--- config.mk ---
export PLATFORM = sky130hd
export DESIGN_NAME = masked_byte_signature_search
export DESIGN_NICKNAME = d
export VERILOG_FILES = /design/src/design/mbss_pkg.sv /design/src/design/masked_byte_signature_search.sv
export VERILOG_INCLUDE_DIRS = /design/src /design/src/design
export SDC_FILE = /design/constraint.sdc
export NUM_CORES = 2
export LEC_CHECK = 0
export ABC_CLOCK_PERIOD_IN_PS = 10200
export BUFFER_PORTS_ARGS = -buffer_cell sky130_fd_sc_hd__buf_2
export CELL_PAD_IN_SITES_DETAIL_PLACEMENT = 0
export CELL_PAD_IN_SITES_GLOBAL_PLACEMENT = 1
export CORE_MARGIN = 1.5
export CORE_UTILIZATION = 25
export CTS_CLUSTER_SIZE = 28
export DETAILED_ROUTE_END_ITERATION = 6
export PLACE_DENSITY = 0.51
export SLEW_MARGIN = 20
export SYNTH_ARGS = -nofsm -noshare
export SYNTH_HDL_FRONTEND = slang
export SYNTH_SLANG_ARGS = --single-unit
--- constraint.sdc ---
create_clock -name i_clk -period 10.2 [get_ports i_clk]
set_clock_uncertainty 0.1 [all_clocks]
set_input_delay 0 -clock i_clk [delete_from_list [all_inputs] [get_ports i_clk]]
set_output_delay 0 -clock i_clk [all_outputs]
set_load 0.005 [all_outputs]
--- src/design/assert_macros.svh ---
// assertion macros shared by the design files
// no dependencies; pulled in with an include by files that assert

`ifndef ASSERT_MACROS_SVH
`define ASSERT_MACROS_SVH

// same-cycle implication, disabled while reset is asserted
`define ASSERT_IMPLIES(label, clk, rst_n, ante, cons, msg) \
    label: assert property (@(posedge clk) disable iff (!rst_n) (ante) |-> (cons)) \
        else $error(msg);

// next-cycle implication, disabled while reset is asserted
`define ASSERT_NEXT(label, clk, rst_n, ante, cons, msg) \
    label: assert property (@(posedge clk) disable iff (!rst_n) (ante) |=> (cons)) \
        else $error(msg);

`endif

--- src/design/mbss_pkg.sv ---
// types and constants for the masked byte signature search
// no dependencies

`timescale 1ns / 1ps

package mbss_pkg;

    // bytes held by the three pattern registers
    localparam int REG_PATTERN_BYTES = 24;
    localparam int PATTERN_BITS      = 8 * REG_PATTERN_BYTES;

    // configuration register indexes
    typedef enum logic [2:0] {
        REG_PATTERN_LOW      = 3'd0,
        REG_PATTERN_MID      = 3'd1,
        REG_PATTERN_HIGH     = 3'd2,
        REG_CARE_MASK        = 3'd3,
        REG_PATTERN_LENGTH   = 3'd4,
        REG_EXTRACT_POSITION = 3'd5,
        REG_ADDRESS_MODE     = 3'd6,
        REG_BASE_ADDRESS     = 3'd7
    } t_cfg_reg;

    // result value selection
    typedef enum logic [1:0] {
        MODE_MATCH_ADDR = 2'd0,
        MODE_WORD       = 2'd1,
        MODE_ADDR_PLUS  = 2'd2
    } t_addr_mode;

    // result status codes
    localparam logic STATUS_FOUND     = 1'b0;
    localparam logic STATUS_NOT_FOUND = 1'b1;

    // bytes in the extracted little-endian word
    localparam int WORD_BYTES = 4;

endpackage

--- src/design/masked_byte_signature_search.sv ---
// masked byte signature search, top level
// depends on mbss_pkg and assert_macros.svh
//
// usage:
//   input channel (i_in_valid / o_in_ready) takes one region byte per
//   transaction with its address and a region end flag.
//   output channel (o_out_valid / i_out_ready) gives zero or one result per
//   byte: a found result for the first masked match in a region, or a
//   not-found result on the region end byte if nothing matched.
//   config channel (i_cfg_valid / o_cfg_ready) writes one register per
//   transaction; o_cfg_ready is always high. write only while idle.
// path: a byte's result passes through the input register, then the result
//   register, before it reaches the output.
// throughput: one byte per cycle while the output is not stalled; the window
//   compare of all positions is done combinationally between the input register and the result register.
// reset: synchronous, active low; clears the window, fill count, match flag,
//   all pipeline valids and returns the configuration registers to defaults.
// stall: while a result waits on a low i_out_ready, the input register
//   holds and o_in_ready falls once it is full; nothing is dropped.

`timescale 1ns / 1ps

`include "assert_macros.svh"

module masked_byte_signature_search
    import mbss_pkg::*;
#(
    parameter int PATTERN_MAX   = 24,
    parameter int ADDRESS_WIDTH = 32
) (
    input  logic        i_clk,
    input  logic        i_rst_n,
    // config channel
    input  logic        i_cfg_valid,
    output logic        o_cfg_ready,
    input  logic [2:0]  i_cfg_index,
    input  logic [63:0] i_cfg_data,
    // input channel
    input  logic        i_in_valid,
    output logic        o_in_ready,
    input  logic [7:0]  i_data_byte,
    input  logic [31:0] i_byte_address,
    input  logic        i_region_end,
    // output channel
    output logic        o_out_valid,
    input  logic        i_out_ready,
    output logic        o_scan_status,
    output logic [31:0] o_result_offset
);

    localparam int LEN_CAP = (PATTERN_MAX < REG_PATTERN_BYTES) ? PATTERN_MAX
                                                               : REG_PATTERN_BYTES;
    localparam int CW      = $clog2(PATTERN_MAX + 1);
    localparam int AW      = ADDRESS_WIDTH;

    // configuration registers
    logic [63:0] r_pattern_low;
    logic [63:0] r_pattern_mid;
    logic [63:0] r_pattern_high;
    logic [23:0] r_care_mask;
    logic [4:0]  r_pattern_length;
    logic [4:0]  r_extract_position;
    logic [1:0]  r_address_mode;
    logic [31:0] r_base_address;

    // config-derived compare setup, aligned to window positions
    logic [7:0]             r_al_pat  [PATTERN_MAX];
    logic [PATTERN_MAX-1:0] r_al_care;
    logic [PATTERN_MAX-1:0] r_xsel    [WORD_BYTES];
    logic [CW-1:0]          r_len_eff;
    logic [7:0]             n_al_pat  [PATTERN_MAX];
    logic [PATTERN_MAX-1:0] n_al_care;
    logic [PATTERN_MAX-1:0] n_xsel    [WORD_BYTES];
    logic [CW-1:0]          c_len;

    // input register
    logic          r_a_valid;
    logic [7:0]    r_a_data;
    logic [AW-1:0] r_a_where;
    logic          r_a_last;

    // region state
    logic [7:0]    r_win [PATTERN_MAX];
    logic [CW-1:0] r_fill;
    logic          r_match_done;
    logic [7:0]    n_win [PATTERN_MAX];
    logic [CW-1:0] n_fill;

    // result register
    logic          r_out_valid;
    logic          r_out_status;
    logic [31:0]   r_out_offset;

    logic                   out_free;
    logic                   proc;
    logic [PATTERN_MAX-1:0] byte_ok;
    logic                   hit;
    logic                   emit;
    logic [31:0]            word;
    logic [AW-1:0]          mode_val;
    logic [AW-1:0]          value;

    assign o_cfg_ready = 1'b1;

    // config register writes
    always_ff @(posedge i_clk) begin
        if (!i_rst_n) begin
            r_pattern_low      <= '0;
            r_pattern_mid      <= '0;
            r_pattern_high     <= '0;
            r_care_mask        <= '0;
            r_pattern_length   <= 5'd1;
            r_extract_position <= '0;
            r_address_mode     <= '0;
            r_base_address     <= '0;
        end else if (i_cfg_valid) begin
            unique case (t_cfg_reg'(i_cfg_index))
                REG_PATTERN_LOW:      r_pattern_low      <= i_cfg_data;
                REG_PATTERN_MID:      r_pattern_mid      <= i_cfg_data;
                REG_PATTERN_HIGH:     r_pattern_high     <= i_cfg_data;
                REG_CARE_MASK:        r_care_mask        <= i_cfg_data[23:0];
                REG_PATTERN_LENGTH:   r_pattern_length   <= i_cfg_data[4:0];
                REG_EXTRACT_POSITION: r_extract_position <= i_cfg_data[4:0];
                REG_ADDRESS_MODE:     r_address_mode     <= i_cfg_data[1:0];
                REG_BASE_ADDRESS:     r_base_address     <= i_cfg_data[31:0];
            endcase
        end
    end

    // effective pattern length, clamped to one and to the smaller of the window size and the pattern register bytes
    always_comb begin
        if (r_pattern_length == '0) begin
            c_len = CW'(1);
        end else if (int'(r_pattern_length) > LEN_CAP) begin
            c_len = CW'(LEN_CAP);
        end else begin
            c_len = CW'(r_pattern_length);
        end
    end

    // map pattern bytes and word bytes onto window positions (newest at 0)
    always_comb begin
        logic [PATTERN_BITS-1:0] pat_all;
        int                      k;
        int                      t;
        pat_all = {r_pattern_high, r_pattern_mid, r_pattern_low};
        for (int j = 0; j < PATTERN_MAX; j++) begin
            k = int'(c_len) - 1 - j;
            if (j < int'(c_len)) begin
                n_al_pat[j]  = pat_all[8*k +: 8];
                n_al_care[j] = r_care_mask[k];
            end else begin
                n_al_pat[j]  = '0;
                n_al_care[j] = 1'b0;
            end
        end
        for (int m = 0; m < WORD_BYTES; m++) begin
            t         = int'(r_extract_position) + m;
            n_xsel[m] = '0;
            for (int j = 0; j < PATTERN_MAX; j++) begin
                n_xsel[m][j] = (t < int'(c_len)) && (j == int'(c_len) - 1 - t);
            end
        end
    end

    always_ff @(posedge i_clk) begin
        r_al_pat  <= n_al_pat;
        r_al_care <= n_al_care;
        r_xsel    <= n_xsel;
        r_len_eff <= c_len;
    end

    // handshake
    assign out_free   = !r_out_valid || i_out_ready;
    assign proc       = r_a_valid && out_free;
    assign o_in_ready = !r_a_valid || out_free;

    // input register; match address is formed here
    always_ff @(posedge i_clk) begin
        if (!i_rst_n) begin
            r_a_valid <= 1'b0;
        end else if (o_in_ready) begin
            r_a_valid <= i_in_valid;
        end
        if (i_in_valid && o_in_ready) begin
            r_a_data  <= i_data_byte;
            r_a_where <= AW'(i_byte_address) - (AW'(c_len) - AW'(1));
            r_a_last  <= i_region_end;
        end
    end

    // shifted window and saturating fill count
    always_comb begin
        n_win[0] = r_a_data;
        for (int j = 1; j < PATTERN_MAX; j++) begin
            n_win[j] = r_win[j-1];
        end
        n_fill = (r_fill < CW'(PATTERN_MAX)) ? r_fill + CW'(1) : r_fill;
    end

    // parallel masked compare of all window positions
    always_comb begin
        for (int j = 0; j < PATTERN_MAX; j++) begin
            byte_ok[j] = !r_al_care[j] || (n_win[j] == r_al_pat[j]);
        end
    end

    assign hit  = !r_match_done && (n_fill >= r_len_eff) && (&byte_ok);
    assign emit = hit || (r_a_last && !r_match_done);

    // extracted little-endian word, and-or select from the window
    always_comb begin
        word = '0;
        for (int m = 0; m < WORD_BYTES; m++) begin
            for (int j = 0; j < PATTERN_MAX; j++) begin
                word[8*m +: 8] = word[8*m +: 8] | (n_win[j] & {8{r_xsel[m][j]}});
            end
        end
    end

    // result value
    always_comb begin
        unique case (r_address_mode)
            MODE_WORD:      mode_val = AW'(word);
            MODE_ADDR_PLUS: mode_val = r_a_where + AW'(word);
            default:        mode_val = r_a_where;
        endcase
        value = mode_val - AW'(r_base_address);
    end

    // region state update
    always_ff @(posedge i_clk) begin
        if (!i_rst_n) begin
            for (int j = 0; j < PATTERN_MAX; j++) begin
                r_win[j] <= '0;
            end
            r_fill       <= '0;
            r_match_done <= 1'b0;
        end else if (proc) begin
            if (r_a_last) begin
                for (int j = 0; j < PATTERN_MAX; j++) begin
                    r_win[j] <= '0;
                end
                r_fill       <= '0;
                r_match_done <= 1'b0;
            end else begin
                r_win        <= n_win;
                r_fill       <= n_fill;
                r_match_done <= r_match_done || hit;
            end
        end
    end

    // result register
    always_ff @(posedge i_clk) begin
        if (!i_rst_n) begin
            r_out_valid <= 1'b0;
        end else if (proc && emit) begin
            r_out_valid <= 1'b1;
        end else if (i_out_ready) begin
            r_out_valid <= 1'b0;
        end
        if (proc && emit) begin
            r_out_status <= hit ? STATUS_FOUND : STATUS_NOT_FOUND;
            r_out_offset <= hit ? 32'(value) : '0;
        end
    end

    assign o_out_valid     = r_out_valid;
    assign o_scan_status   = r_out_status;
    assign o_result_offset = r_out_offset;

    // checks
    `ASSERT_NEXT(a_region_clear, i_clk, i_rst_n, proc && r_a_last,
        r_fill == '0 && !r_match_done, "region state not cleared after region end")
    `ASSERT_NEXT(a_match_sticks, i_clk, i_rst_n, proc && hit && !r_a_last,
        r_match_done, "match flag not set after a found result")
    `ASSERT_IMPLIES(a_not_found_zero, i_clk, i_rst_n,
        r_out_valid && r_out_status == STATUS_NOT_FOUND, r_out_offset == '0,
        "not-found result with nonzero offset")

endmodule
==> qor_table.md <==
| Metric | Reported | Unit |
| --- | --- | --- |
| Buffers on Ports | 147 | - |
| Highest metal used | met5 | - |
| DP Worst Slack | 2.976 | ns |
| Count of final setup violators | 0 | - |
| Remaining number of nets flagged by the antenna check after routing | 0 | - |
| RePlAce Congestion | 1.005 | - |
| Number of buffers added by the clock tree synthesis step | 105 | - |
| Antenna violations before repair | 36 | - |
| Layout Nets | 7,314 | - |
| Number of H-tree levels | 3 | - |
| Fraction of the mapped netlist area in simple logic gates | 0.2074 | - |
| Placement-stage cell area | 59,700 | sq um |
| Vias in the first global route | 52,310 | - |
| Maximum ir drop on the vdd rail | 0.1323 | mV |
| Die Span X | 474.7 | microns |
| Endpoint of the worst register-to-register path | o_result_offset[31]$_SDFFCE_PN0P_ | - |
| Outcome | finished with violations | - |
| Cell chosen for the clock root | sky130_fd_sc_hd__clkbuf_16 | - |
| Share of cell area taken by muxes after synthesis | 0.1190 | - |
| Final critical-path setup slack | 2.798 | ns |
| Core area | 220,400 | sq um |
| Synth top area share | 0.2768 | - |
| Largest net degree at the start of global routing | 192 | - |
| Total non-filler cell area in the finished layout | 65,600 | sq um |
| Post-detailed-route DRC marker count | 0 | - |
| Most common cell after layout, fill and taps aside | sky130_fd_sc_hd__nand2_1 | - |
| Buffer count from post-CTS setup fixing | 0 | - |
| Critical path start-end classification | register to register | - |
| Fraction of registers with async set/reset | 0 | - |
| Share of final-layout standard cells stronger than drive strength 1 | 0.09546 | - |
| Initial core utilization | 0.2524 | - |
| Hold path cells | 2 | - |
| Final worst-path cycle share | 0.7256 | - |
| Number of enable-type register cells in the synthesized netlist | 74 | - |
| Largest cells by area after synthesis | sky130_fd_sc_hd__dfxtp_1 28%, sky130_fd_sc_hd__mux2i_1 9.6%, sky130_fd_sc_hd__nand2_1 7.1%, sky130_fd_sc_hd__a21oi_1 4.6%, sky130_fd_sc_hd__xnor2_1 4.6% | - |
| Count of routing violations after the opening detailed-route iteration | 6,447 | - |
| Adder-Cell Fraction of Synth Area | 0.04135 | - |
| Met2 WL | 154,600 | microns |
| Unique cell type count in the Yosys netlist | 89 | - |
| Worst setup SP type | register | - |
| Most used cells in the layout excluding fill and tap cells | 1,047 x sky130_fd_sc_hd__nand2_1, 769 x sky130_fd_sc_hd__dfxtp_1, 523 x sky130_fd_sc_hd__mux2i_1, 507 x sky130_fd_sc_hd__a21oi_1, 493 x sky130_fd_sc_hd__nor2_1 | - |
| Sequential element share of the synthesized area | 0.3168 | - |
| Required arrival time at the worst endpoint | 10.62 | ns |
| Count of warnings emitted by yosys | 0 | - |
| Synthesized cell area | 55,620 | sq um |
| Data arrival time of the critical path | 7.83 | ns |
| Endpoint of the worst hold-timing path | r_a_data[5]$_DFFE_PP_ | - |
| Post-synthesis cell type with the largest combined area | sky130_fd_sc_hd__dfxtp_1 | - |
| Total of cells resized after clock tree synthesis | 0 | - |
| Biggest fanout along the worst timing path | 8 | - |
| Post-synthesis xor/xnor area fraction | 0.05458 | - |
| Final-report hold violation count | 1 | - |
| Endpoint type of the worst setup path | register | - |
| Count of boundary I/O pins | 149 | - |
| # Max-Cap Violations | 0 | - |
| WL met1 | 164,600 | microns |
| Post-Route Hold Slack | -0.003416 | ns |
| Congestion Overflow GR | 0 | - |
| R2r setup slk | 2.80 | ns |
| Clock net sink count | 843 | - |
| Wire length per cell after detailed routing | 37.33 | microns |
| Worst Max-Slew Pin Slew | 1.244 | ns |
| Total half-perimeter wirelength after legalization and detailed placement | 282,600 | microns |
| Area fraction in compound gates after synthesis | 0.2106 | - |
| Max Freq | 135.1 | MHz |
| Worst-path clk slew | 0.06 | ns |
| GRT Overall Usage | 0.3229 | - |
| Launch point of the worst hold path | i_data_byte[5] | - |
| Insertion delay to the later sink of the worst-skew pair | 0.81 | ns |
| Flip-flop and latch count after synthesis | 843 | - |
| Final Critical Period | 7.402 | ns |
| RSZ-0062 raised after global routing | no | - |
| Static leakage | 0.02392 | uW |
| Mean instance size in the synthesized netlist | 8.063 | sq um |
| First-pass GRT wire length | 493,600 | microns |
| Worst slew slack as a fraction of its limit | 0.1467 | - |
| Main combinational cell family by area after synthesis | compound AO/OA/AOI/OAI gates | - |
| Violated checks | negative hold slack | - |
| Most used flip-flop cell after synthesis | sky130_fd_sc_hd__dfxtp_1 | - |
| DIE AREA | 225,300 | sq um |
| Worst Hold Class | primary input to register | - |
| Mean number of vias per cell | 5.665 | - |
| Fin. max-slew vios | 0 | - |
| CTS Buffer Depth | 3 | - |
| Area delta synth->final | 17.96 | % |
| Power per standard cell area | 136.5 | nW/um^2 |
| Routed WL | 376,400 | microns |
| 1st-pass router iterations | 6 | - |
| Setup TNS | 0 | ns |
| Launch instance of the worst register-to-register path | r_xsel[82]$_DFF_P_ | - |
| Row Count | 172 | - |
| Via count of the routed design | 57,130 | - |
| Die Ht | 474.7 | microns |
| R2R cell count | 25 | - |
| Core occupancy in the finished layout | 0.2977 | - |
| Detailed route wirelength on metal3 | 28,150 | microns |
| TritonCTS clock tree | built | - |
| Mapped Cells | 6,898 | - |
==> stage by stage <==
stage	hold slack, ns	instances	power [uW]
3_5_place_dp	0.08545	9664	4805
6_report	-0.003416	10080	8955
4_1_cts	0.002638	10070	9008
5_1_grt	0.003491	10070	9252
3_3_place_gp	0.08193	9664	4814
2_1_floorplan	-0.001131	6932	4299
==> registers in the layout, indices dropped and copies added, names as in the netlist <==
register            cells
r_al_pat              192
n_win                 184
r_xsel                 96
r_pattern_high         64
r_pattern_low          64
r_pattern_mid          64
o_result_offset        32
r_a_where              32
r_base_address         32
r_al_care              24
r_care_mask            24
r_a_data                8
r_extract_position      5
r_fill                  5
r_len_eff               5
r_pattern_length        5
r_address_mode          2
o_out_valid             1
o_scan_status           1
r_a_last                1
r_a_valid               1
r_match_done            1
==> repair_timing <==
| action | 4_1_cts | 5_1_grt |
|---|---|---|
| endpoints found under the hold margin | 444 | 0 |
| endpoints found under the setup margin | 0 | 0 |
| hold buffers | 209 | 0 |
==> worst max-delay path, cell delays in order (launching register included) <==
cell and delay, ns:
sky130_fd_sc_hd__dfxtp_1 0.60, sky130_fd_sc_hd__a22oi_1 0.31, sky130_fd_sc_hd__nand4_1 0.15, sky130_fd_sc_hd__nor2_1 0.13
sky130_fd_sc_hd__nand4_1 0.56, sky130_fd_sc_hd__ha_1 0.60, sky130_fd_sc_hd__a2111o_1 0.37, sky130_fd_sc_hd__a31oi_1 0.25
sky130_fd_sc_hd__o31ai_1 0.21, sky130_fd_sc_hd__nand3_1 0.12, sky130_fd_sc_hd__a21boi_0 0.12, sky130_fd_sc_hd__nor4_1 0.31
sky130_fd_sc_hd__nor3_1 0.11, sky130_fd_sc_hd__xor2_1 0.16, sky130_fd_sc_hd__a221oi_1 0.25, sky130_fd_sc_hd__a21oi_1 0.12
sky130_fd_sc_hd__ha_1 0.27, sky130_fd_sc_hd__or4_1 0.55, sky130_fd_sc_hd__or2_0 0.24, sky130_fd_sc_hd__o21ai_2 0.19
sky130_fd_sc_hd__o21ai_1 0.23, sky130_fd_sc_hd__a311o_1 0.43, sky130_fd_sc_hd__a21oi_2 0.26, sky130_fd_sc_hd__o2111a_1 0.23
sky130_fd_sc_hd__o21ai_0 0.08, sky130_fd_sc_hd__nor3b_1 0.16
==> power breakdown <==
part / switching (uW) / internal [uW]
Sequential: 84.4 / 3430
Combinational: 858 / 475
Clock: 1750 / 2370
Total: 2690 / 6270
==> kinds of logic after synthesis <==
| group | count (synthesis) |
|---|---|
| AOI/OAI and AO/OA | 1752 |
| other | 2 |
| muxes | 593 |
| DFF | 843 |
| buffers and inverters | 692 |
| adders and majority gates | 179 |
| and+or+nand+nor | 2496 |
| xor gates and xnor gates | 341 |
==> layout make-up <==
type                            count  area [sq um]
Clock buffer                      144          3080
Inverter                          111         436.7
Clock inverter                     54         693.2
Antenna cell                       13         32.53
Fill cell                       23790        154800
Multi-Input combinational cell   5397         35580
Tap cell                         2958          3701
Timing Repair Buffer              564          4462
Sequential cell                   843         17620
==> how the worst max path moves through the flow <==
stage                                                 from                           endpoint  slack (ns)
after floorplan           r_pattern_length[4]$_SDFFE_PN0P_            r_a_where[29]$_DFFE_PP_        4.04
after global placement                  r_xsel[72]$_DFF_P_  o_result_offset[31]$_SDFFCE_PN0P_        2.75
after detailed placement                r_xsel[79]$_DFF_P_  o_result_offset[31]$_SDFFCE_PN0P_        2.98
after CTS                               r_xsel[72]$_DFF_P_  o_result_offset[31]$_SDFFCE_PN0P_        2.96
after global routing                    r_xsel[77]$_DFF_P_  o_result_offset[31]$_SDFFCE_PN0P_        2.54
final                                   r_xsel[82]$_DFF_P_  o_result_offset[31]$_SDFFCE_PN0P_        2.80
==> layer usage <==
metal  GRT usage  up-vias
li1            -    24860
met1      0.4305    28720
met2      0.4673     2816
met3     0.07059      728
met4      0.2070       12
met5           0        -
==> cells in the mapped netlist, drive strengths merged (128+ instances only) <==
| cell type | count |
|---|---|
| nor2b | 244 |
| a21boi | 268 |
| a21oi | 512 |
| xnor2 | 294 |
| ha | 171 |
| buf | 128 |
| nand2 | 1052 |
| a22oi | 284 |
| dfxtp | 769 |
| clkbuf | 453 |
| nor2 | 494 |
| o21ai | 163 |
| mux2i | 533 |
| and3 | 218 |
No activity file was read; power rests on OpenSTA's default activity.
